`config.mk`:
```
export PLATFORM = sky130hd
export DESIGN_NAME = msb_first_bit_packer_unit
export DESIGN_NICKNAME = d
export VERILOG_FILES = /design/src/hw/rtl/mfbp_pkg.sv /design/src/hw/rtl/mfbp_front.sv /design/src/hw/rtl/mfbp_queue.sv /design/src/hw/rtl/mfbp_back.sv /design/src/hw/rtl/msb_first_bit_packer_unit.sv
export SDC_FILE = /design/constraint.sdc
export NUM_CORES = 1
export LEC_CHECK = 0
export ABC_AREA = 1
export CORE_MARGIN = 2
export CORE_UTILIZATION = 55
export DETAILED_ROUTE_END_ITERATION = 10
export DONT_BUFFER_PORTS = 1
export GPL_ROUTABILITY_DRIVEN = 1
export PLACE_DENSITY_LB_ADDON = 0.2
export RECOVER_POWER = 100
export SLEW_MARGIN = 30
export SYNTH_ARGS = -nofsm -noshare
export SYNTH_HDL_FRONTEND = slang
export SYNTH_SLANG_ARGS = --single-unit
```
`constraint.sdc`:
```
create_clock -name clk -period 7.1 [get_ports clk]
set_input_delay 1.775 -clock clk [delete_from_list [all_inputs] [get_ports clk]]
set_output_delay 1.775 -clock clk [all_outputs]
set_load 0.02 [all_outputs]
```
`src/hw/rtl/mfbp_pkg.sv`:
```
// shared types and constants for the msb-first bit packer
// no dependencies; imported by every module of the block
package mfbp_pkg;

  localparam int BYTE_BITS = 8;
  localparam int FIELD_W   = 32;
  localparam int LEN_W     = 6;
  // byte count of one job; covers accumulators up to 120 bits
  localparam int CNT_W     = 4;

  localparam logic ACT_PUSH  = 1'b0;
  localparam logic ACT_FLUSH = 1'b1;

  typedef enum logic [1:0] {
    ST_BYTE     = 2'd0,
    ST_OVERFLOW = 2'd1,
    ST_EMPTY    = 2'd2
  } status_t;

  typedef struct packed {
    status_t            status;
    logic [CNT_W-1:0]   nbytes;
  } job_ctl_t;

endpackage

```
`src/hw/rtl/mfbp_front.sv`:
```
// front end: accepts items, keeps the partial byte, builds byte and status jobs
// depends on mfbp_pkg; feeds mfbp_queue
module mfbp_front import mfbp_pkg::*; #(
  parameter int ACC_BITS = 32
) (
  input  logic                clk,
  input  logic                rst,
  input  logic                item_valid,
  output logic                item_stall,
  input  logic                action,
  input  logic [FIELD_W-1:0]  field_value,
  input  logic [LEN_W-1:0]    field_length,
  input  logic                q_full,
  output logic                wr_en,
  output job_ctl_t            wr_ctl,
  output logic [ACC_BITS-1:0] wr_data
);

  localparam int VW    = (ACC_BITS > FIELD_W) ? ACC_BITS : FIELD_W;
  localparam int TOT_W = LEN_W + 1;
  localparam int SH_W  = $clog2(ACC_BITS + 1);
  localparam int PB    = BYTE_BITS - 1;

  // partial byte: fewer than a byte's worth of bits is ever held
  logic [PB-1:0]       acc;
  logic [2:0]          held;

  logic                accept;
  logic [TOT_W-1:0]    total;
  logic                reject;
  logic [VW-1:0]       vmask;
  logic [VW-1:0]       vmasked;
  logic [ACC_BITS-1:0] vnarrow;
  logic [SH_W-1:0]     sh_acc;
  logic [SH_W-1:0]     sh_new;
  logic [ACC_BITS-1:0] acc_aligned;
  logic [ACC_BITS-1:0] push_aligned;
  logic [2:0]          rem;
  logic [PB-1:0]       rem_mask;
  logic [PB-1:0]       acc_tail;
  logic [CNT_W-1:0]    push_bytes;

  assign item_stall = q_full;
  assign accept     = item_valid & ~q_full;

  assign total   = TOT_W'(held) + TOT_W'(field_length);
  assign reject  = (total > TOT_W'(ACC_BITS));
  assign vmask   = ~({VW{1'b1}} << field_length);
  assign vmasked = VW'(field_value) & vmask;
  assign vnarrow = vmasked[ACC_BITS-1:0];

  assign sh_acc = SH_W'(TOT_W'(ACC_BITS) - TOT_W'(held));
  assign sh_new = SH_W'(TOT_W'(ACC_BITS) - total);

  // held bits on top, new field right below them, rest zero
  assign acc_aligned  = ACC_BITS'(acc) << sh_acc;
  assign push_aligned = acc_aligned | (vnarrow << sh_new);

  assign rem        = total[2:0];
  assign rem_mask   = ~({PB{1'b1}} << rem);
  assign acc_tail   = ((acc << field_length) | vmasked[PB-1:0]) & rem_mask;
  assign push_bytes = CNT_W'(total >> 3);

  always_comb begin
    wr_en          = 1'b0;
    wr_ctl.status  = ST_BYTE;
    wr_ctl.nbytes  = CNT_W'(1);
    wr_data        = '0;
    if (action == ACT_PUSH) begin
      if (reject) begin
        wr_en         = accept;
        wr_ctl.status = ST_OVERFLOW;
      end else begin
        wr_en         = accept & (push_bytes != '0);
        wr_ctl.nbytes = push_bytes;
        wr_data       = push_aligned;
      end
    end else begin
      wr_en = accept;
      if (held == 3'd0) begin
        wr_ctl.status = ST_EMPTY;
      end else begin
        wr_data = acc_aligned;
      end
    end
  end

  always_ff @(posedge clk) begin
    if (rst) begin
      acc  <= '0;
      held <= '0;
    end else if (accept) begin
      if (action == ACT_FLUSH) begin
        acc  <= '0;
        held <= '0;
      end else if (!reject) begin
        acc  <= acc_tail;
        held <= rem;
      end
    end
  end

endmodule

```
`src/hw/rtl/mfbp_queue.sv`:
```
// two-entry job queue between the front end and the byte emitter
// depends on mfbp_pkg
module mfbp_queue import mfbp_pkg::*; #(
  parameter int ACC_BITS = 32
) (
  input  logic                clk,
  input  logic                rst,
  input  logic                wr_en,
  input  job_ctl_t            wr_ctl,
  input  logic [ACC_BITS-1:0] wr_data,
  output logic                full,
  input  logic                rd_en,
  output logic                rd_valid,
  output job_ctl_t            rd_ctl,
  output logic [ACC_BITS-1:0] rd_data
);

  logic [1:0]          count;
  job_ctl_t            ctl0, ctl1;
  logic [ACC_BITS-1:0] data0, data1;

  assign full     = (count == 2'd2);
  assign rd_valid = (count != 2'd0);
  assign rd_ctl   = ctl0;
  assign rd_data  = data0;

  always_ff @(posedge clk) begin
    if (rst) begin
      count <= '0;
    end else begin
      count <= count + 2'(wr_en) - 2'(rd_en);
    end
  end

  // head always sits in slot 0
  always_ff @(posedge clk) begin
    if (rd_en) begin
      if (wr_en && count == 2'd1) begin
        ctl0  <= wr_ctl;
        data0 <= wr_data;
      end else begin
        ctl0  <= ctl1;
        data0 <= data1;
      end
      if (wr_en && count == 2'd2) begin
        ctl1  <= wr_ctl;
        data1 <= wr_data;
      end
    end else if (wr_en) begin
      if (count == 2'd0) begin
        ctl0  <= wr_ctl;
        data0 <= wr_data;
      end else begin
        ctl1  <= wr_ctl;
        data1 <= wr_data;
      end
    end
  end

  a_no_write_full: assert property (@(posedge clk) disable iff (rst)
    full |-> !wr_en)
    else $error("job queue written while full");

  a_no_read_empty: assert property (@(posedge clk) disable iff (rst)
    rd_en |-> rd_valid)
    else $error("job queue popped while empty");

endmodule

```
`src/hw/rtl/mfbp_back.sv`:
```
// back end: unpacks jobs to bytes, one per unstalled cycle, to an output register
// depends on mfbp_pkg; pops mfbp_queue
module mfbp_back import mfbp_pkg::*; #(
  parameter int ACC_BITS = 32
) (
  input  logic                 clk,
  input  logic                 rst,
  input  logic                 q_valid,
  input  job_ctl_t             q_ctl,
  input  logic [ACC_BITS-1:0]  q_data,
  output logic                 q_pop,
  output logic                 byte_valid,
  input  logic                 byte_stall,
  output logic [BYTE_BITS-1:0] out_byte,
  output logic                 last,
  output logic [1:0]           status
);

  logic                 advance;
  logic [CNT_W-1:0]     cur_cnt;
  logic [ACC_BITS-1:0]  cur_data;
  status_t              cur_status;
  logic                 o_valid;
  logic [BYTE_BITS-1:0] o_byte;
  logic                 o_last;
  status_t              o_status;

  assign advance    = ~o_valid | ~byte_stall;
  assign q_pop      = advance & (cur_cnt == '0) & q_valid;
  assign byte_valid = o_valid;
  assign out_byte   = o_byte;
  assign last       = o_last;
  assign status     = o_status;

  always_ff @(posedge clk) begin
    if (rst) begin
      o_valid <= 1'b0;
      cur_cnt <= '0;
    end else if (advance) begin
      if (cur_cnt != '0) begin
        o_valid <= 1'b1;
        cur_cnt <= cur_cnt - CNT_W'(1);
      end else if (q_valid) begin
        o_valid <= 1'b1;
        cur_cnt <= q_ctl.nbytes - CNT_W'(1);
      end else begin
        o_valid <= 1'b0;
      end
    end
  end

  // oldest bits sit at the top of the job word
  always_ff @(posedge clk) begin
    if (advance) begin
      if (cur_cnt != '0) begin
        o_byte   <= cur_data[ACC_BITS-1 -: BYTE_BITS];
        o_last   <= (cur_cnt == CNT_W'(1));
        o_status <= cur_status;
        cur_data <= cur_data << BYTE_BITS;
      end else if (q_valid) begin
        o_byte     <= q_data[ACC_BITS-1 -: BYTE_BITS];
        o_last     <= (q_ctl.nbytes == CNT_W'(1));
        o_status   <= q_ctl.status;
        cur_data   <= q_data << BYTE_BITS;
        cur_status <= q_ctl.status;
      end
    end
  end

  a_error_is_last: assert property (@(posedge clk) disable iff (rst)
    (o_valid && o_status != ST_BYTE) |-> o_last)
    else $error("error status not marked last");

  a_pending_has_output: assert property (@(posedge clk) disable iff (rst)
    (cur_cnt != '0) |-> o_valid)
    else $error("bytes pending with empty output register");

  a_no_pop_midjob: assert property (@(posedge clk) disable iff (rst)
    (cur_cnt != '0) |-> !q_pop)
    else $error("job popped while previous job still emitting");

endmodule

```
`src/hw/rtl/msb_first_bit_packer_unit.sv`:
```
// msb-first bit packer, top level: front end, job queue, byte emitter
// depends on mfbp_pkg, mfbp_front, mfbp_queue, mfbp_back
//
// Packs fields of 0 to 32 bits, most significant bit first, into bytes.
// An item is taken in every cycle while the two-entry job queue has room;
// it is turned into at most one job in the same cycle, and the held partial
// byte is updated at once. The emitter sends one byte per cycle through an
// output register while byte_stall is low, so the sustained rate is one
// result per cycle, set by that port. A result passes through the job queue
// and then the output register. An overflowing push or a flush with nothing
// held gives one result with status 1 or 2; a push that completes no byte
// gives none.
module msb_first_bit_packer_unit import mfbp_pkg::*; #(
  parameter int ACC_BITS = 32
) (
  input  logic                 clk,
  input  logic                 rst,
  input  logic                 item_valid,
  output logic                 item_stall,
  input  logic                 action,
  input  logic [FIELD_W-1:0]   field_value,
  input  logic [LEN_W-1:0]     field_length,
  output logic                 byte_valid,
  input  logic                 byte_stall,
  output logic [BYTE_BITS-1:0] out_byte,
  output logic                 last,
  output logic [1:0]           status
);

  logic                wr_en;
  job_ctl_t            wr_ctl;
  logic [ACC_BITS-1:0] wr_data;
  logic                q_full;
  logic                q_pop;
  logic                q_valid;
  job_ctl_t            q_ctl;
  logic [ACC_BITS-1:0] q_data;

  mfbp_front #(.ACC_BITS(ACC_BITS)) u_front (
    .clk          (clk),
    .rst          (rst),
    .item_valid   (item_valid),
    .item_stall   (item_stall),
    .action       (action),
    .field_value  (field_value),
    .field_length (field_length),
    .q_full       (q_full),
    .wr_en        (wr_en),
    .wr_ctl       (wr_ctl),
    .wr_data      (wr_data)
  );

  mfbp_queue #(.ACC_BITS(ACC_BITS)) u_queue (
    .clk      (clk),
    .rst      (rst),
    .wr_en    (wr_en),
    .wr_ctl   (wr_ctl),
    .wr_data  (wr_data),
    .full     (q_full),
    .rd_en    (q_pop),
    .rd_valid (q_valid),
    .rd_ctl   (q_ctl),
    .rd_data  (q_data)
  );

  mfbp_back #(.ACC_BITS(ACC_BITS)) u_back (
    .clk        (clk),
    .rst        (rst),
    .q_valid    (q_valid),
    .q_ctl      (q_ctl),
    .q_data     (q_data),
    .q_pop      (q_pop),
    .byte_valid (byte_valid),
    .byte_stall (byte_stall),
    .out_byte   (out_byte),
    .last       (last),
    .status     (status)
  );

endmodule

```
==> results of run 1 <==
==> cell usage in the layout (no fill, tap or decap), drive strengths merged, types with 2 or more instances in the layout <==
cell type,netlist,routed
o211ai,6,6
a211oi,3,3
xor2,3,3
buf,33,5
nand4,19,19
ha,15,15
clkinvlp,0,3
o21ai,48,48
clkbuf,22,25
nand2,447,447
bufinv,0,2
clkinv,3,8
a21boi,5,5
nor3,7,7
edfxtp,113,113
dfxtp,17,17
nand3,228,228
a21oi,34,34
a31oi,4,4
mux2i,4,4
or2,4,4
inv,93,93
and2,2,2
nor2,55,55
==> sequential cells by signal, summed over array words and instances (netlist names), 3 cells and up <==
register	cells
u_back.cur_cnt	4
u_back.cur_data	24
u_back.out_byte	8
u_front.acc	7
u_front.held	3
u_queue.ctl1	6
u_queue.data1	32
u_queue.rd_ctl	6
u_queue.rd_data	32
==> kinds of logic after synthesis <==
kind of cell	after synthesis	share of synthesized area, %
AND/OR/NAND/NOR	762	38.45
buffers and inverters	151	7.644
flip-flops	130	42.87
AO/OA/AOI/OAI	107	7.443
adder cells (fa/ha/maj)	16	2.385
XOR/XNOR	4	0.7042
multiplexers	4	0.4598
other	1	0.04306
==> area by class of cell <==
type	instances	area [um2]	share of cell area [%]
Timing Repair Buffer	9	52.55	0.5712
Sequential cell	130	3734	40.58
Clock inverter	10	111.4	1.210
Clock buffer	21	440.4	4.787
Multi-Input combinational cell	894	4230	45.98
Tap cell	211	264.0	2.870
Inverter	96	367.9	3.998
==> critical path, stage by stage <==
cell and delay, ns:
sky130_fd_sc_hd__ha_1 0.27, sky130_fd_sc_hd__buf_4 0.24, sky130_fd_sc_hd__inv_1 0.78, sky130_fd_sc_hd__ha_1 0.31, sky130_fd_sc_hd__inv_1 0.12, sky130_fd_sc_hd__nor2_8 0.11, sky130_fd_sc_hd__nand2_1 0.13, sky130_fd_sc_hd__o21ai_0 0.24
sky130_fd_sc_hd__nand2_1 0.40, sky130_fd_sc_hd__nor2_1 0.77, sky130_fd_sc_hd__inv_1 0.31, sky130_fd_sc_hd__o21ai_0 0.39, sky130_fd_sc_hd__nand2_1 0.10, sky130_fd_sc_hd__nand2_1 0.10
==> power groups by stage <==
stage                     combinational (mW)  sequential, mW  clock (mW)
after global placement                  1.14            1.39           0
after floorplan                        0.911            1.37           0
after detailed placement                1.15            1.39           0
final                                   1.13            1.39       0.827
after CTS                               1.16            1.38       0.834
after global routing                    1.30            1.42       0.866
==> metrics by stage <==
stage | setup WS [ns] | power (mW) | utilization, % | cell area, um2
2_1_floorplan | 0.7928 | 2.285 | - | 8708
3_3_place_gp | 1.647 | 2.525 | 57.13 | 8750
3_5_place_dp | 1.871 | 2.545 | 57.15 | 8752
4_1_cts | 2.235 | 3.373 | 60.75 | 9304
5_1_grt | 1.027 | 3.587 | 60.07 | 9200
6_report | 1.302 | 3.346 | 60.07 | 9200
==> synth_stat cells, types with 4 or more instances <==
cell type,count,area [um2]
sky130_fd_sc_hd__a21boi_0,4,30.03
sky130_fd_sc_hd__a21oi_1,32,160.2
sky130_fd_sc_hd__buf_1,9,33.78
sky130_fd_sc_hd__buf_2,10,50.05
sky130_fd_sc_hd__buf_4,7,52.55
sky130_fd_sc_hd__buf_6,7,78.83
sky130_fd_sc_hd__clkbuf_1,22,82.58
sky130_fd_sc_hd__dfxtp_1,17,340.3
sky130_fd_sc_hd__edfxtp_1,113,3393
sky130_fd_sc_hd__ha_1,15,187.7
sky130_fd_sc_hd__inv_1,78,292.8
sky130_fd_sc_hd__inv_2,12,45.04
sky130_fd_sc_hd__mux2i_1,4,40.04
sky130_fd_sc_hd__nand2_1,437,1640
sky130_fd_sc_hd__nand2_2,6,37.54
sky130_fd_sc_hd__nand2_4,4,45.04
sky130_fd_sc_hd__nand3_1,227,1136
sky130_fd_sc_hd__nand4_1,19,118.9
sky130_fd_sc_hd__nor2_1,48,180.2
sky130_fd_sc_hd__nor2_4,5,56.30
sky130_fd_sc_hd__nor3_1,6,30.03
sky130_fd_sc_hd__o211ai_1,6,45.04
sky130_fd_sc_hd__o21ai_0,34,170.2
sky130_fd_sc_hd__o21ai_1,7,35.03
sky130_fd_sc_hd__o21ai_2,7,61.31
==> final timing paths <==
kind / to / slack [ns] / depth (start not counted)
min reg2reg: u_back.cur_status[1]$_DFFE_PP_ / 0.45 / 0
max: u_queue.rd_data[13]$_DFFE_PP_ / 1.30 / 14
max reg2reg: u_queue.rd_data[13]$_DFFE_PP_ / 1.96 / 14
min: u_back.cur_status[1]$_DFFE_PP_ / 0.45 / 0
==> metal layers <==
metal / GRT usage [%] / wire, um / vias up
met5: 0 / 0 / -
met4: 9.298 / 495 / 0
met3: 4.223 / 1136 / 37
met2: 45.43 / 10570 / 279
met1: 39.16 / 10120 / 3478
li1: - / - / 3878
==> impl_results.rst, run 1 <==
.. list-table::
   :header-rows: 1

   * - Metric
     - Value
   * - Status
     - complete, but fails checks
   * - Failing checks
     - max-capacitance violations, max-slew violations
   * - Fraction of the cycle the final worst path needs
     - approximately four fifths
   * - Synth Net Count
     - 1234
   * - Clk pin slew, worst setup/hold paths
     - 0.06 ns
   * - Avg Synthesized Cell Area
     - 7.411 um2
   * - Critical Path End Type
     - register
   * - Die Span Y
     - 129.8 um
   * - Number of I/O port buffers
     - 0
   * - Summed negative setup slack over all endpoints
     - 0 ns
   * - Drt via density
     - 5.596
   * - R2r startpoint
     - u_front.held[0]$_SDFFE_PP0P_
   * - Number of max-capacitance violations reported
     - 3
   * - All-Layer GR Usage
     - 28.12%
   * - Launch point of the worst path
     - field_length[0]
   * - Power share of the sequential group
     - a little over two fifths
   * - Remaining Overflow, GRT
     - 0
   * - Vias post-DR
     - 7672
   * - Fin crit period
     - 5.798 ns
   * - Clock Power Share
     - 24.7%
   * - TritonCTS Sinks
     - 130
   * - EDFF count, synth
     - 113
   * - Count of buffers added by post-CTS timing repair for setup
     - 0
   * - Via count of the first global-routing pass
     - around 7000
   * - Pwr Density
     - 363.7 mW/mm2
   * - Internal Dissipation
     - 2.073 mW
   * - Die extent in x
     - 129.8 um
   * - Pins over their slew limit
     - approximately 120
   * - Combinational share of power
     - roughly a third
   * - Antenna violations before repair
     - 0
   * - Final WL
     - 22.32 mm
   * - Final antenna diode count
     - 0
   * - Post-route non-filler standard cell count
     - roughly 1400
   * - Worst Tran Pin Value
     - around 2.1 ns
   * - Gp weighted congestion
     - around 0.9
   * - Final hold violation count
     - 0
   * - Worst EP required
     - 7.38 ns
   * - Die area
     - between 0.015 and 0.02 mm2
   * - TritonCTS clock tree
     - built
   * - Inserted Clock Buffers
     - 17
   * - Arrival time reported for the critical path endpoint
     - just over 6 ns
   * - Number of top-level pins
     - 56
   * - Clock Skew
     - 0.01616 ns
   * - Cells resized by post-CTS repair
     - 0
   * - Proportion of total power due to net switching
     - 38.07%
   * - Yosys reg bits
     - 130
   * - Synthesized cell area
     - just under 0.009 mm2
   * - Detailed Place HPWL
     - around 16 mm
   * - RSZ-0062 raised after global routing
     - false
   * - Layout area overhead
     - 5.647%
   * - Initial DRC count
     - roughly 670
   * - Ys flop type
     - sky130_fd_sc_hd__edfxtp_1
   * - Achievable Freq
     - approximately 0.17 GHz
   * - Maximum number of pins on one net before global-route repair
     - 44
   * - Share of layout cells above drive strength 1
     - between 5 and 6%
   * - Pre-antenna DRT Iters
     - 6
   * - Sort of element at the start of the critical path
     - primary input
   * - Initial Util
     - 56.86%
   * - Proportion of synthesized flip-flops having asynchronous set or reset
     - 0%
   * - Number of placed cells counting well taps
     - between 1000 and 1500
   * - Final-report setup violation count
     - 0
   * - Number of H-tree levels
     - 4
   * - Leakage dissipation
     - 4.159 nW
   * - Clock Path Buffers
     - 2
   * - Cells after synthesis
     - 1175
   * - Proportion of synthesized chip area in sequential cells
     - ~43%
   * - Syn. warnings
     - 0
   * - Hold_ws
     - around 0.45 ns
   * - Hold bufs inserted after CTS
     - 0
   * - Class of the worst hold path
     - register to register
   * - Slew Limit Headroom
     - -38.23%
   * - Net switching component of the power
     - 1.274 mW
   * - Clock latency on the worst-skew pair
     - 0.42 ns
   * - Global-route wire length before repair
     - 36.66 mm
   * - Core box area
     - between 0.015 and 0.02 mm2
   * - Total number of nets in the final design
     - 1207
   * - Number of nets with antenna violations after detailed routing
     - 0
   * - Count of fill cells added during filler insertion
     - 1454
   * - Clock tree root driver cell
     - sky130_fd_sc_hd__clkbuf_16
   * - Mean routed wirelength per cell
     - 16.28 um
   * - Distinct cell type count of the synthesized netlist
     - approximately 50
   * - Max Fanout on Critical Path
     - 35
   * - DRC errors left
     - 0
   * - Kind of critical path
     - primary input to register
   * - Start point of the worst hold path
     - u_queue.rd_ctl[5]$_DFFE_PP_
   * - Highest ir drop seen on vdd
     - 0.2134 mV
   * - Number of cell rows
     - between 40 and 50
Note: power is estimated with default switching activity, not from simulation.
==> inputs of run 2 (changes only) <==
==> constraint.sdc (replaced) <==
create_clock -name clk -period 6 [get_ports clk]
set_input_delay 1.5 -clock clk [delete_from_list [all_inputs] [get_ports clk]]
set_output_delay 1.5 -clock clk [all_outputs]
set_load 0.02 [all_outputs]
==> run 2 against run 1 <==
Net effect:
- the run still ends with max-capacitance violations, max-slew violations left
- cell area barely moved
- clock power rose by 12%
- core utilization rose by 0.057 points
- via count rose by 1.0%
- clock-buffer cell count fell by 4
- register-to-register slack got worse by 0.48 ns
- die area did not move
- routed wire length rose by 0.94%
- combinational power rose by 19%
==> impl_results.rst, run 2 (synthesis results as in run 1) <==
.. list-table::
   :header-rows: 1

   * - Metric
     - Value
   * - Fin crit period
     - about 5.0 ns
   * - Sort of element at the start of the critical path
     - primary input
   * - Detailed Place HPWL
     - 16.69 mm
   * - Pwr Density
     - approximately 430 mW/mm2
   * - Final-report setup violation count
     - 0
   * - Cells resized by post-CTS repair
     - 0
   * - Worst Tran Pin Value
     - 2.196 ns
   * - Maximum number of pins on one net before global-route repair
     - between 40 and 50
   * - Number of top-level pins
     - 56
   * - Drt via density
     - 5.645
   * - RSZ-0062 raised after global routing
     - false
   * - Most common library cell in the layout ignoring fill and taps
     - sky130_fd_sc_hd__nand2_1
   * - Core box area
     - between 0.015 and 0.02 mm2
   * - Critical Path End Type
     - register
   * - Hold depth
     - 0
   * - Worst EP required
     - roughly 6.3 ns
   * - R2r startpoint
     - u_front.held[0]$_SDFFE_PP0P_
   * - All-Layer GR Usage
     - 28.24%
   * - Global-route wire length before repair
     - 37.23 mm
   * - Number of H-tree levels
     - 4
   * - Number of buffers and inverters on the critical path
     - 3
   * - Arrival time reported for the critical path endpoint
     - between 5 and 6 ns
   * - Share of layout cells above drive strength 1
     - 6.024%
   * - Antenna violations before repair
     - 0
   * - Count of fill cells added during filler insertion
     - 1459
   * - Final antenna diode count
     - 0
   * - Number of I/O port buffers
     - 0
   * - Kind of critical path
     - primary input to register
   * - Top cell by count, worst path
     - sky130_fd_sc_hd__nand2_1
   * - Initial DRC count
     - ~680
   * - Layout area overhead
     - 5.747%
   * - Max Fanout on Critical Path
     - 13
   * - Hold-critical path endpoint
     - u_back.cur_status[1]$_DFFE_PP_
   * - Vias post-DR
     - approximately 7800
   * - Class of the worst hold path
     - register to register
   * - Number of placed cells counting well taps
     - 1341
   * - Total number of nets in the final design
     - 1208
   * - Delay of the slowest critical-path stage
     - 0.75 ns
   * - DRC errors left
     - 0
   * - TritonCTS clock tree
     - built
   * - Highest ir drop seen on vdd
     - approximately 0.22 mV
   * - Post-route non-filler standard cell count
     - about 1400
   * - Number of max-capacitance violations reported
     - 3
   * - Critical R2R Capture
     - u_queue.rd_data[14]$_DFFE_PP_
   * - Count of buffers added by post-CTS timing repair for setup
     - 0
   * - Mean routed wirelength per cell
     - 16.41 um
   * - Inserted Clock Buffers
     - 17
   * - Pins over their slew limit
     - 118
   * - Initial Util
     - 56.86%
   * - Number of cell rows
     - between 40 and 50
   * - Clk pin slew, worst setup/hold paths
     - 0.06 ns
   * - Pre-antenna DRT Iters
     - 6
   * - Status
     - complete, but fails checks
   * - Die area
     - 0.01686 mm2
   * - Gp weighted congestion
     - 0.9773
   * - Die Span Y
     - 129.8 um
   * - Delay-heaviest family, CP
     - simple AND/OR/NAND/NOR gates
   * - Clock Path Buffers
     - 2
   * - Worst setup timing slack at the placement stage
     - 1.283 ns
   * - Clock latency on the worst-skew pair
     - 0.42 ns
   * - Clock tree root driver cell
     - sky130_fd_sc_hd__clkbuf_16
   * - Leakage dissipation
     - 4.170 nW
   * - Summed negative setup slack over all endpoints
     - 0 ns
   * - Worst setup slack for register-to-register paths
     - 1.48 ns
   * - Slowest cell on the critical path
     - sky130_fd_sc_hd__nor2_1
   * - Via count of the first global-routing pass
     - around 7200
   * - Hold bufs inserted after CTS
     - 0
   * - Fraction of the cycle the final worst path needs
     - a little over 80%
   * - Achievable Freq
     - around 0.2 GHz
   * - TritonCTS Sinks
     - 130
   * - Die extent in x
     - between 100 and 150 um
   * - Final setup margin
     - 1.027 ns
   * - Start point of the worst hold path
     - u_queue.rd_ctl[5]$_DFFE_PP_
   * - Clock Skew
     - ~0.014 ns
   * - Hold_ws
     - between 0.4 and 0.5 ns
   * - Commonest cells after routing, fill and taps aside
     - 441 x sky130_fd_sc_hd__nand2_1, 228 x sky130_fd_sc_hd__nand3_1, 113 x sky130_fd_sc_hd__edfxtp_1
   * - Failing checks
     - max-capacitance violations, max-slew violations
   * - Worst Reg-to-Reg Cells
     - 14
   * - Slew Limit Headroom
     - -46.37%
   * - Final WL
     - 22.53 mm
   * - Worst path cell trace
     - clkinv_1 -> fa_1 -> ha_1 -> inv_1 -> nor2_8 -> nand2_1 -> o21ai_0 -> nand2_1 -> nor2_1 -> inv_1 -> o21ai_0 -> nand2_1 -> nand2_1
   * - Remaining Overflow, GRT
     - 0
   * - Number of nets with antenna violations after detailed routing
     - 0
   * - Final hold violation count
     - 0
[run 2: cell count changes in the layout (fill, tap and decap cells not counted), sizes merged]
cell | previous run | this run
inv | 93 | 97
clkinv | 8 | 11
clkbuf | 25 | 22
bufinv | 2 | 0
[run 2: per-stage QoR]
stage	total power [mW]	utilization [%]	instance area, um2
final	3.922	60.13	9209
after CTS	3.956	60.70	9296
after floorplan	2.702	-	8713
after global placement	3.004	57.22	8763
after global routing	4.210	60.13	9209
after detailed placement	3.029	57.22	8763
[run 2: worst max-delay path by stage]
stage | start | endpoint | depth (start not counted)
2_1_floorplan | field_length[1] | u_queue.ctl1[0]$_DFFE_PP_ | 13
3_3_place_gp | field_length[1] | u_queue.rd_data[22]$_DFFE_PP_ | 14
3_5_place_dp | field_length[1] | u_queue.rd_data[28]$_DFFE_PP_ | 15
4_1_cts | field_length[1] | u_queue.rd_data[28]$_DFFE_PP_ | 15
5_1_grt | field_length[1] | u_queue.data1[19]$_DFFE_PP_ | 14
6_report | field_length[1] | u_queue.rd_data[14]$_DFFE_PP_ | 13
[run 2: per-layer routing]
layer,up-vias,GRT usage (%),part of all wire (%),routed length (um)
met3,52,4.879,6.0,1353
li1,3893,-,-,-
met1,3512,39.25,45,10200
met2,293,44.32,45,10210
met4,0,11.07,3.4,773
met5,-,0,0,0
[run 2: final cells by class]
type	instances	area [um2]	area share [%]
clock inverters	15	107.6	1.168
well taps	211	264.0	2.867
repair buffers	10	57.56	0.6250
multi-input cells	894	4253	46.18
flip-flops and latches	130	3734	40.54
clock buffers	17	425.4	4.620
inverters	96	367.9	3.995
[run 2: power by group]
| part | internal [mW] | leakage (nW) | total (mW) | switching, mW |
|---|---|---|---|---|
| logic | 0.357 | 2.66 | 1.35 | 0.990 |
| registers | 1.49 | 1.25 | 1.65 | 0.157 |
| clock network | 0.529 | 0.258 | 0.926 | 0.398 |
